### src/rtl/core/vunb_pkg.sv
package vunb_pkg;

    localparam int NEEDLE_STEPS_DEF = 104;
    localparam int CHANNELS_DEF     = 2;

    localparam int LEVEL_W = 16;
    localparam int INDEX_W = 7;
    localparam int POS_W   = 7;

    typedef enum logic {
        OP_SAMPLE = 1'b0,
        OP_WRITE  = 1'b1
    } op_t;

    typedef struct packed {
        op_t                       operation;
        logic                      channel;
        logic signed [LEVEL_W-1:0] level_db;
        logic [INDEX_W-1:0]        entry_index;
        logic signed [LEVEL_W-1:0] entry_value;
    } in_beat_t;

    typedef struct packed {
        logic             out_channel;
        logic [POS_W-1:0] needle_position;
        logic [POS_W-1:0] target_position;
    } out_beat_t;

    typedef struct packed {
        logic table_wr;
        logic load;
        logic scan;
        logic update;
    } dp_cmd_t;

    typedef struct packed {
        logic is_write;
        logic chan_ok;
        logic scan_done;
        logic out_free;
    } dp_status_t;

endpackage

### src/rtl/core/vu_needle_ballistics_top.sv
// channel  dir  handshake          beat
// s_       in   s_valid/s_ready    vunb_pkg::in_beat_t  (sample or table write)
// m_       out  m_valid/m_ready    vunb_pkg::out_beat_t (one per sample on a valid channel)
//
// Table write: no result. Sample: accept, a linear scan of the
// threshold RAM at one entry per cycle (registered read), then a slew step
// that waits until the output register is free. The next accept comes only
// after the slew step; the scan goes through the single read port.
// aresetn is synchronous; it zeroes the needles, the table stays undefined.
// The result sits in an output register; a stalled m_ready holds only the slew.
module vu_needle_ballistics_top #(
    parameter int NEEDLE_STEPS = vunb_pkg::NEEDLE_STEPS_DEF,
    parameter int CHANNELS     = vunb_pkg::CHANNELS_DEF
) (
    input  logic                aclk,
    input  logic                aresetn,
    input  logic                s_valid,
    output logic                s_ready,
    input  vunb_pkg::in_beat_t  s_data,
    output logic                m_valid,
    input  logic                m_ready,
    output vunb_pkg::out_beat_t m_data
);

    vunb_pkg::dp_cmd_t    cmd;
    vunb_pkg::dp_status_t status;

    vunb_ctrl u_ctrl (
        .aclk    (aclk),
        .aresetn (aresetn),
        .s_valid (s_valid),
        .s_ready (s_ready),
        .status  (status),
        .cmd     (cmd)
    );

    vunb_dp #(
        .NEEDLE_STEPS (NEEDLE_STEPS),
        .CHANNELS     (CHANNELS)
    ) u_dp (
        .aclk    (aclk),
        .aresetn (aresetn),
        .s_data  (s_data),
        .m_ready (m_ready),
        .m_valid (m_valid),
        .m_data  (m_data),
        .cmd     (cmd),
        .status  (status)
    );

endmodule

### src/rtl/core/vunb_dp.sv
module vunb_dp #(
    parameter int NEEDLE_STEPS = vunb_pkg::NEEDLE_STEPS_DEF,
    parameter int CHANNELS     = vunb_pkg::CHANNELS_DEF
) (
    input  logic                 aclk,
    input  logic                 aresetn,
    input  vunb_pkg::in_beat_t   s_data,
    input  logic                 m_ready,
    output logic                 m_valid,
    output vunb_pkg::out_beat_t  m_data,
    input  vunb_pkg::dp_cmd_t    cmd,
    output vunb_pkg::dp_status_t status
);

    localparam int AW = (NEEDLE_STEPS > 1) ? $clog2(NEEDLE_STEPS) : 1;
    localparam int PW = $clog2(NEEDLE_STEPS + 1);
    localparam int CW = (CHANNELS > 1) ? $clog2(CHANNELS) : 1;

    logic signed [vunb_pkg::LEVEL_W-1:0] table_mem [NEEDLE_STEPS];

    logic signed [vunb_pkg::LEVEL_W-1:0] level_reg;
    logic                                chan_reg;
    logic [AW-1:0]                       addr_reg, addr_next;
    logic signed [vunb_pkg::LEVEL_W-1:0] rdata_reg;
    logic [AW-1:0]                       ridx_reg;
    logic                                rvalid_reg;
    logic [PW-1:0]                       target_reg;
    logic [PW-1:0]                       needle_reg [CHANNELS];
    logic                                m_valid_reg;
    vunb_pkg::out_beat_t                 m_data_reg;

    logic          wr_ok;
    logic [AW-1:0] waddr;
    logic          hit, last;
    logic [CW-1:0] ch_idx;
    logic [PW-1:0] cur, delta, step, next_pos;
    logic          up;

    assign waddr  = AW'(s_data.entry_index);
    assign wr_ok  = (32'(s_data.entry_index) < NEEDLE_STEPS);
    assign ch_idx = CW'(chan_reg);

    assign status.is_write  = (s_data.operation == vunb_pkg::OP_WRITE);
    assign status.chan_ok   = (32'(s_data.channel) < CHANNELS);
    assign hit              = rvalid_reg && (rdata_reg >= level_reg);
    assign last             = rvalid_reg && (ridx_reg == AW'(NEEDLE_STEPS - 1));
    assign status.scan_done = hit || last;
    assign status.out_free  = !m_valid_reg || m_ready;

    assign addr_next = (addr_reg == AW'(NEEDLE_STEPS - 1)) ? addr_reg : addr_reg + AW'(1);

    // table store and registered scan read
    always_ff @(posedge aclk) begin
        if (cmd.table_wr && wr_ok) begin
            table_mem[waddr] <= s_data.entry_value;
        end
        if (cmd.scan) begin
            rdata_reg <= table_mem[addr_reg];
            ridx_reg  <= addr_reg;
        end
    end

    always_ff @(posedge aclk) begin
        if (!aresetn) begin
            rvalid_reg <= 1'b0;
        end else if (cmd.load) begin
            rvalid_reg <= 1'b0;
        end else if (cmd.scan) begin
            rvalid_reg <= 1'b1;
        end
    end

    always_ff @(posedge aclk) begin
        if (cmd.load) begin
            level_reg <= s_data.level_db;
            chan_reg  <= s_data.channel;
            addr_reg  <= '0;
        end else if (cmd.scan) begin
            addr_reg <= addr_next;
        end
        if (cmd.scan && status.scan_done) begin
            target_reg <= hit ? PW'(ridx_reg) : PW'(NEEDLE_STEPS);
        end
    end

    // slew step
    always_comb begin
        cur   = needle_reg[ch_idx];
        up    = (target_reg > cur);
        delta = up ? (target_reg - cur) : (cur - target_reg);
        if (delta <= PW'(2)) begin
            step = delta;
        end else if (delta < PW'(7)) begin
            step = PW'(3);
        end else if (delta < PW'(10)) begin
            step = PW'(6);
        end else begin
            step = PW'(8);
        end
        next_pos = up ? (cur + step) : (cur - step);
        if (next_pos > PW'(NEEDLE_STEPS - 1)) begin
            next_pos = PW'(NEEDLE_STEPS - 1);
        end
    end

    always_ff @(posedge aclk) begin
        if (!aresetn) begin
            for (int i = 0; i < CHANNELS; i++) begin
                needle_reg[i] <= '0;
            end
        end else if (cmd.update) begin
            needle_reg[ch_idx] <= next_pos;
        end
    end

    always_ff @(posedge aclk) begin
        if (!aresetn) begin
            m_valid_reg <= 1'b0;
        end else if (cmd.update) begin
            m_valid_reg <= 1'b1;
        end else if (m_ready) begin
            m_valid_reg <= 1'b0;
        end
    end

    always_ff @(posedge aclk) begin
        if (cmd.update) begin
            m_data_reg.out_channel     <= chan_reg;
            m_data_reg.needle_position <= vunb_pkg::POS_W'(next_pos);
            m_data_reg.target_position <= vunb_pkg::POS_W'(target_reg);
        end
    end

    assign m_valid = m_valid_reg;
    assign m_data  = m_data_reg;

endmodule

### src/rtl/core/vunb_ctrl.sv
module vunb_ctrl (
    input  logic                 aclk,
    input  logic                 aresetn,
    input  logic                 s_valid,
    output logic                 s_ready,
    input  vunb_pkg::dp_status_t status,
    output vunb_pkg::dp_cmd_t    cmd
);

    typedef enum logic [2:0] {
        ST_IDLE = 3'b001,
        ST_SCAN = 3'b010,
        ST_SLEW = 3'b100
    } state_t;

    state_t state_reg, state_next;
    logic   accept;

    assign s_ready = (state_reg == ST_IDLE);
    assign accept  = s_valid && s_ready;

    always_comb begin
        state_next   = state_reg;
        cmd.table_wr = 1'b0;
        cmd.load     = 1'b0;
        cmd.scan     = 1'b0;
        cmd.update   = 1'b0;
        unique case (state_reg)
            ST_IDLE: begin
                cmd.table_wr = accept && status.is_write;
                cmd.load     = accept && !status.is_write && status.chan_ok;
                if (cmd.load) begin
                    state_next = ST_SCAN;
                end
            end
            ST_SCAN: begin
                cmd.scan = 1'b1;
                if (status.scan_done) begin
                    state_next = ST_SLEW;
                end
            end
            ST_SLEW: begin
                cmd.update = status.out_free;
                if (status.out_free) begin
                    state_next = ST_IDLE;
                end
            end
            default: begin
                state_next = ST_IDLE;
            end
        endcase
    end

    always_ff @(posedge aclk) begin
        if (!aresetn) begin
            state_reg <= ST_IDLE;
        end else begin
            state_reg <= state_next;
        end
    end

endmodule
### config.mk
export PLATFORM = sky130hd
export DESIGN_NAME = vu_needle_ballistics_top
export DESIGN_NICKNAME = d
export VERILOG_FILES = /design/src/rtl/core/vunb_pkg.sv /design/src/rtl/core/vu_needle_ballistics_top.sv /design/src/rtl/core/vunb_dp.sv /design/src/rtl/core/vunb_ctrl.sv
export SDC_FILE = /design/constraint.sdc
export NUM_CORES = 2
export LEC_CHECK = 0
export BUFFER_PORTS_ARGS = -buffer_cell sky130_fd_sc_hd__buf_2
export CAP_MARGIN = 30
export CORE_ASPECT_RATIO = 0.7
export CORE_MARGIN = 2
export CORE_UTILIZATION = 44
export DETAILED_ROUTE_END_ITERATION = 10
export GPL_TIMING_DRIVEN = 0
export HOLD_SLACK_MARGIN = 0.12
export PLACE_DENSITY = 0.7
export SLEW_MARGIN = 20
export SYNTH_ARGS = -nofsm -noshare
export SYNTH_HDL_FRONTEND = slang
export SYNTH_SLANG_ARGS = --single-unit
### constraint.sdc
create_clock -name aclk -period 11.17 [get_ports aclk]
set_input_delay 2.234 -clock aclk [delete_from_list [all_inputs] [get_ports aclk]]
set_output_delay 2.234 -clock aclk [all_outputs]
set_load 0.05 [all_outputs]
Yosys cells after proc, flatten, opt, wreduce, memory -nomap -nowiden
Memory sizes are Yosys's and may differ from the RTL's. A register that Yosys moved wholly into a read port is not among the register bits.
Index checks and enable logic that the tools add are counted.

word-level totals
  register bits = 58
  bits in writable memories = 1678
  input bits = 45
  output and inout port bits = 17
  memories = 2

operators by class
  add/sub/neg operators = 5
  order comparisons = 7
  equality and inequality tests = 8
  mux-type cells = 25
  bitwise gates (word level) = 2
  reduce and logical (&&, ||, !) cells = 16

memories
  name             words  width  read ports  clocked after Yosys merged registers in  write ports  line           RTL
  u_dp.table_mem   104    16     1           1                                        1            vunb_dp.sv:19  logic signed [vunb_pkg::LEVEL_W-1:0] table_mem [NEEDLE_STEPS];
  u_dp.needle_reg  2      7      1           1                                        2            vunb_dp.sv:28  logic [PW-1:0] needle_reg [CHANNELS];

operators by type and width
  kind                 number
  $mux 7               6
  $sub 7x7->7          3
  $ge 16x16->1         1
  $eq 7x7->1 const B   2
  $mux 1               13
  $mux 3               3
  $pmux 3 s3           1
  $add 7x1->7 const B  1
  $add 7x7->7          1
  $gt 7x7->1           1
  $gt 7x7->1 const B   1
  $le 7x2->1 const B   1
  $logic_and 1x1->1    7
  $lt 7x3->1 const B   1
  $lt 7x4->1 const B   1
  $lt 7x7->1 const B   1
  $reduce_or 7->1      1
  $mux 4               1
  $ne 2x1->1 const B   2
  $eq 3x1->1 const B   1
  $eq 3x2->1 const B   1
  $eq 3x3->1 const B   1
  $reduce_and 3->1     1
  $logic_not 1->1      2
  other kinds (7)      9

Longest topological paths before layout
  depth after elaboration = 11
  gate-level depth with buffers = 25

Cells and area by module
Synthesis repeated with hierarchy kept, for this count alone.

second synthesis, totals
  cells, all modules = 2964
  area, all modules = 68451.9 sq um

modules (own cells, without submodules)
  module     times used  cells an instance  area each (sq um)  sequential area each (sq um)
  vunb_dp    1           2945               68260.5            52450.3
  vunb_ctrl  1           19                 191.4              60.1

Least setup slack after synthesis
OpenSTA, ideal clock, no wires.

  kind = register to register
  from = register with a tool-made name
  to = memory u_dp.needle_reg[0][0] (netlist name), data pin
  data arrival time = 5.578 ns
  data required time = 10.901 ns
  setup slack = 5.324 ns
  stages on the path, launching flop included = 25
  clock period less this slack = 5.846 ns
  cell sequence = dfxtp_1 > buf_2 > mux2i_1 > inv_1 > ha_1 > nor2b_1 > o2111ai_1 > a211oi_1 > nor2_1 > mux2i_1 > nor2b_1 > nor3_1 > inv_1 > ha_1 > nor2_1 > xnor2_1 > ha_1 > nor2b_1 > o31a_1 > o211a_1 > or3_1 > and4_1 > a221o_1 > o221ai_2 > a21oi_1

RTL lines
  what              line
  end: declaration  vunb_dp.sv:28

==> metrics.yaml <==
slew_headroom_pct: 30.0
wire_per_inst_um: 31.0
core_mm2: 0.155
fin_util_pct: 50.5
num_rows: 121
crit_fanout: 9
hold_viol: 0
synthArstFlopShare_pct: 0
drv_slew: 0
synth_top_family_by_area: "multiplexers"
postCtsSetupRepairBufs: 0
syn2layout_area_growth_pct: 14.3
postSynthNetCount: 3041
path_class: "flop to flop"
ff2ff_path_depth: 23
io_buffers: 60
fmax_mhz: 146
grt_pass1_vias: 32600
drtPass1Iterations: 5
use_met2_pct: 30.2
fin_nets: 3386
synth_compound_area_share_pct: 1.17
rsz0062_at_grt: "false"
grt_pass1_wl_um: 242000
synth_seq_cells: 1753
timing.final.crit_share_pct: 61.5
cts_buffers: 157
drive_gt1_share_pct: 32.7
ys_seq_area_share_pct: 76.7
htree_levels: 4
ys.flop_type: "edfxtp_1"
yosysMostFrequentCell: "edfxtp_1"
clk_path_buf_depth: 3
routed-via-count: 33300
setup_viol: 0
clk_latency_ns: 0.78
period_needed_ns: 6.87
cts-root-buf: "clkbuf_16"
hold_buffers: 0
synth_edf_count: 1740
cp-start-kind: "flop"
cts.sinks: 1753
worst_ir_drop_vdd_v: 0.000164
cts_resized: 0
worstPathRequired_ns: 11.68
power_density_mw_per_mm2: 165
synthMuxAreaShare_pct: 18.1
synthXorXnorAreaFrac_pct: 0.128
synth-simple-area-share_pct: 1.88
endpoint_kind: "flop"
synth_cell_type_count: 57
dieArea_mm2: 0.159
hold_class: "flop to flop"
clock_skew_ns: 0.0257
tightestPinTransition_ns: 1.05
ioPinCount: 62
fin_tns_setup_ns: 0
yosysWarnings: 0
hold_slack_ns: 0.495
syn-instance-count: 2954
synthAdderAreaFrac_pct: 0.800
viasPerCell: 6.04
antenna_found_initial: 19
drt_wl_total_um: 171000
synth_top_area_share_pct: 76.3
ys_top_cells_by_area: "edfxtp_1, mux4_2, nor2_1, ha_1, clkbuf_1"
largest_reg_flops: 1664
top_usage_layer: "met1"
status: "finished clean"
grtUsageMet3_pct: 7.73
grt_max_degree: 89
dpl.hpwl_um: 117000
place_congestion: 0.901
die_w_um: 475
timing.max_cap.violations: 0
drc: 0
grtUsageTotal_pct: 21.6
ant_nets: 0
use_met1_pct: 32.1
min_path_cells: 0
grt_overflow: 0
cts_tree: "done"
syn_avg_cell_area_um2: 23.2
total_power_mw: 12.9
synth_area_mm2: 0.0685
fp.dieH_um: 334
worst_ep_arrival_time_ns: 7.38
initial_core_util_pct: 44.2
synth_area_leader_cell: "edfxtp_1"
clk_pin_slew_ns: 0.07
drt_iter0_drc: 5623
synth_common_cells: "edfxtp_1, mux4_2, nor2_1"
p_leak_nw: 23.8
-- routing by layer --
| layer | vias up | part of all wire [%] |
|---|---|---|
| li1 | 13300 | - |
| met1 | 17800 | 41 |
| met2 | 1986 | 43 |
| met3 | 232 | 13 |
| met4 | 8 | 2.4 |
| met5 | - | 0.032 |
-- final timing paths --
kind / to / slack (ns) / startpoint
worst max-delay path: u_dp.needle_reg[1][0] / 4.30 / flop
worst min-delay path: u_dp.ridx_reg[2] / 0.49 / u_dp.addr_reg[2]
worst max register to register: u_dp.needle_reg[1][0] / 4.30 / flop
worst min register to register: u_dp.ridx_reg[2] / 0.49 / u_dp.addr_reg[2]
-- through the flow --
step | cells | area (µm²) | setup slack (ns)
2_1_floorplan | 2954 | 68500 | 5.32
5_1_grt | 5503 | 78200 | 3.86
3_3_place_gp | 5105 | 71400 | 3.80
6_report | 5508 | 78200 | 4.30
3_5_place_dp | 5222 | 73400 | 4.39
4_1_cts | 5492 | 78100 | 4.37
-- placed cells by master, fill, tap and decap left out, types with 17 or more instances in the layout --
master and count:
nor2_1 27, mux4_2 528, clkinv_1 33, nand2_1 33, buf_8 39, nor2_2 104
mux2i_1 27, clkbuf_16 159, clkinv_2 24, o21ai_0 17, nor2b_1 30, ha_1 39
clkbuf_1 97, a211oi_1 20, a21oi_1 36, inv_1 42, buf_4 29, buf_6 81
mux2_2 19, buf_2 72, edfxtp_1 1740
-- kinds of logic (layout without fill, tap and decap cells) --
family                     Yosys count  in the layout
buffers and inverters              187            643
xor gates and xnor gates            10             10
AOI/OAI and AO/OA                  120            120
adders and majority gates           42             42
other                                0              7
and+or+nand+nor                    268            268
muxes                              574            574
DFF                               1753           1753
-- final cells by class --
type	instances	area, µm²
Clock inverter	79	588
Inverter	43	161
Sequential cell	1753	52500
Fill cell	11900	76800
Tap cell	2091	2620
Buffer	144	709
Clock buffer	191	4100
Timing Repair Buffer	186	2170
Antenna cell	7	17.5
Multi-Input combinational cell	1014	15400
-- power breakdown --
group | total [mW] | switching [mW] | internal, mW
registers | 7.24 | 0.00371 | 7.24
logic | 0.531 | 0.339 | 0.192
clock network | 5.10 | 2.35 | 2.75
-- critical path, stage by stage, from the launching register on --
cell	delay [ns]
dfxtp_1	0.31
buf_2	0.24
mux2i_1	0.51
inv_1	0.18
ha_1	0.35
nor2b_1	0.14
o2111ai_1	0.32
a211oi_1	0.21
nor2_1	0.47
mux2i_1	0.40
nor2b_1	0.13
nor3_1	0.31
inv_1	0.08
ha_1	0.29
mux2_2	0.28
fa_1	0.43
nor2b_1	0.16
o31a_1	0.20
nor4_1	0.08
or3_1	0.39
and4_1	0.22
a221o_1	0.35
o221ai_2	0.40
a21oi_1	0.14
Power figures use the tool's default switching activity.
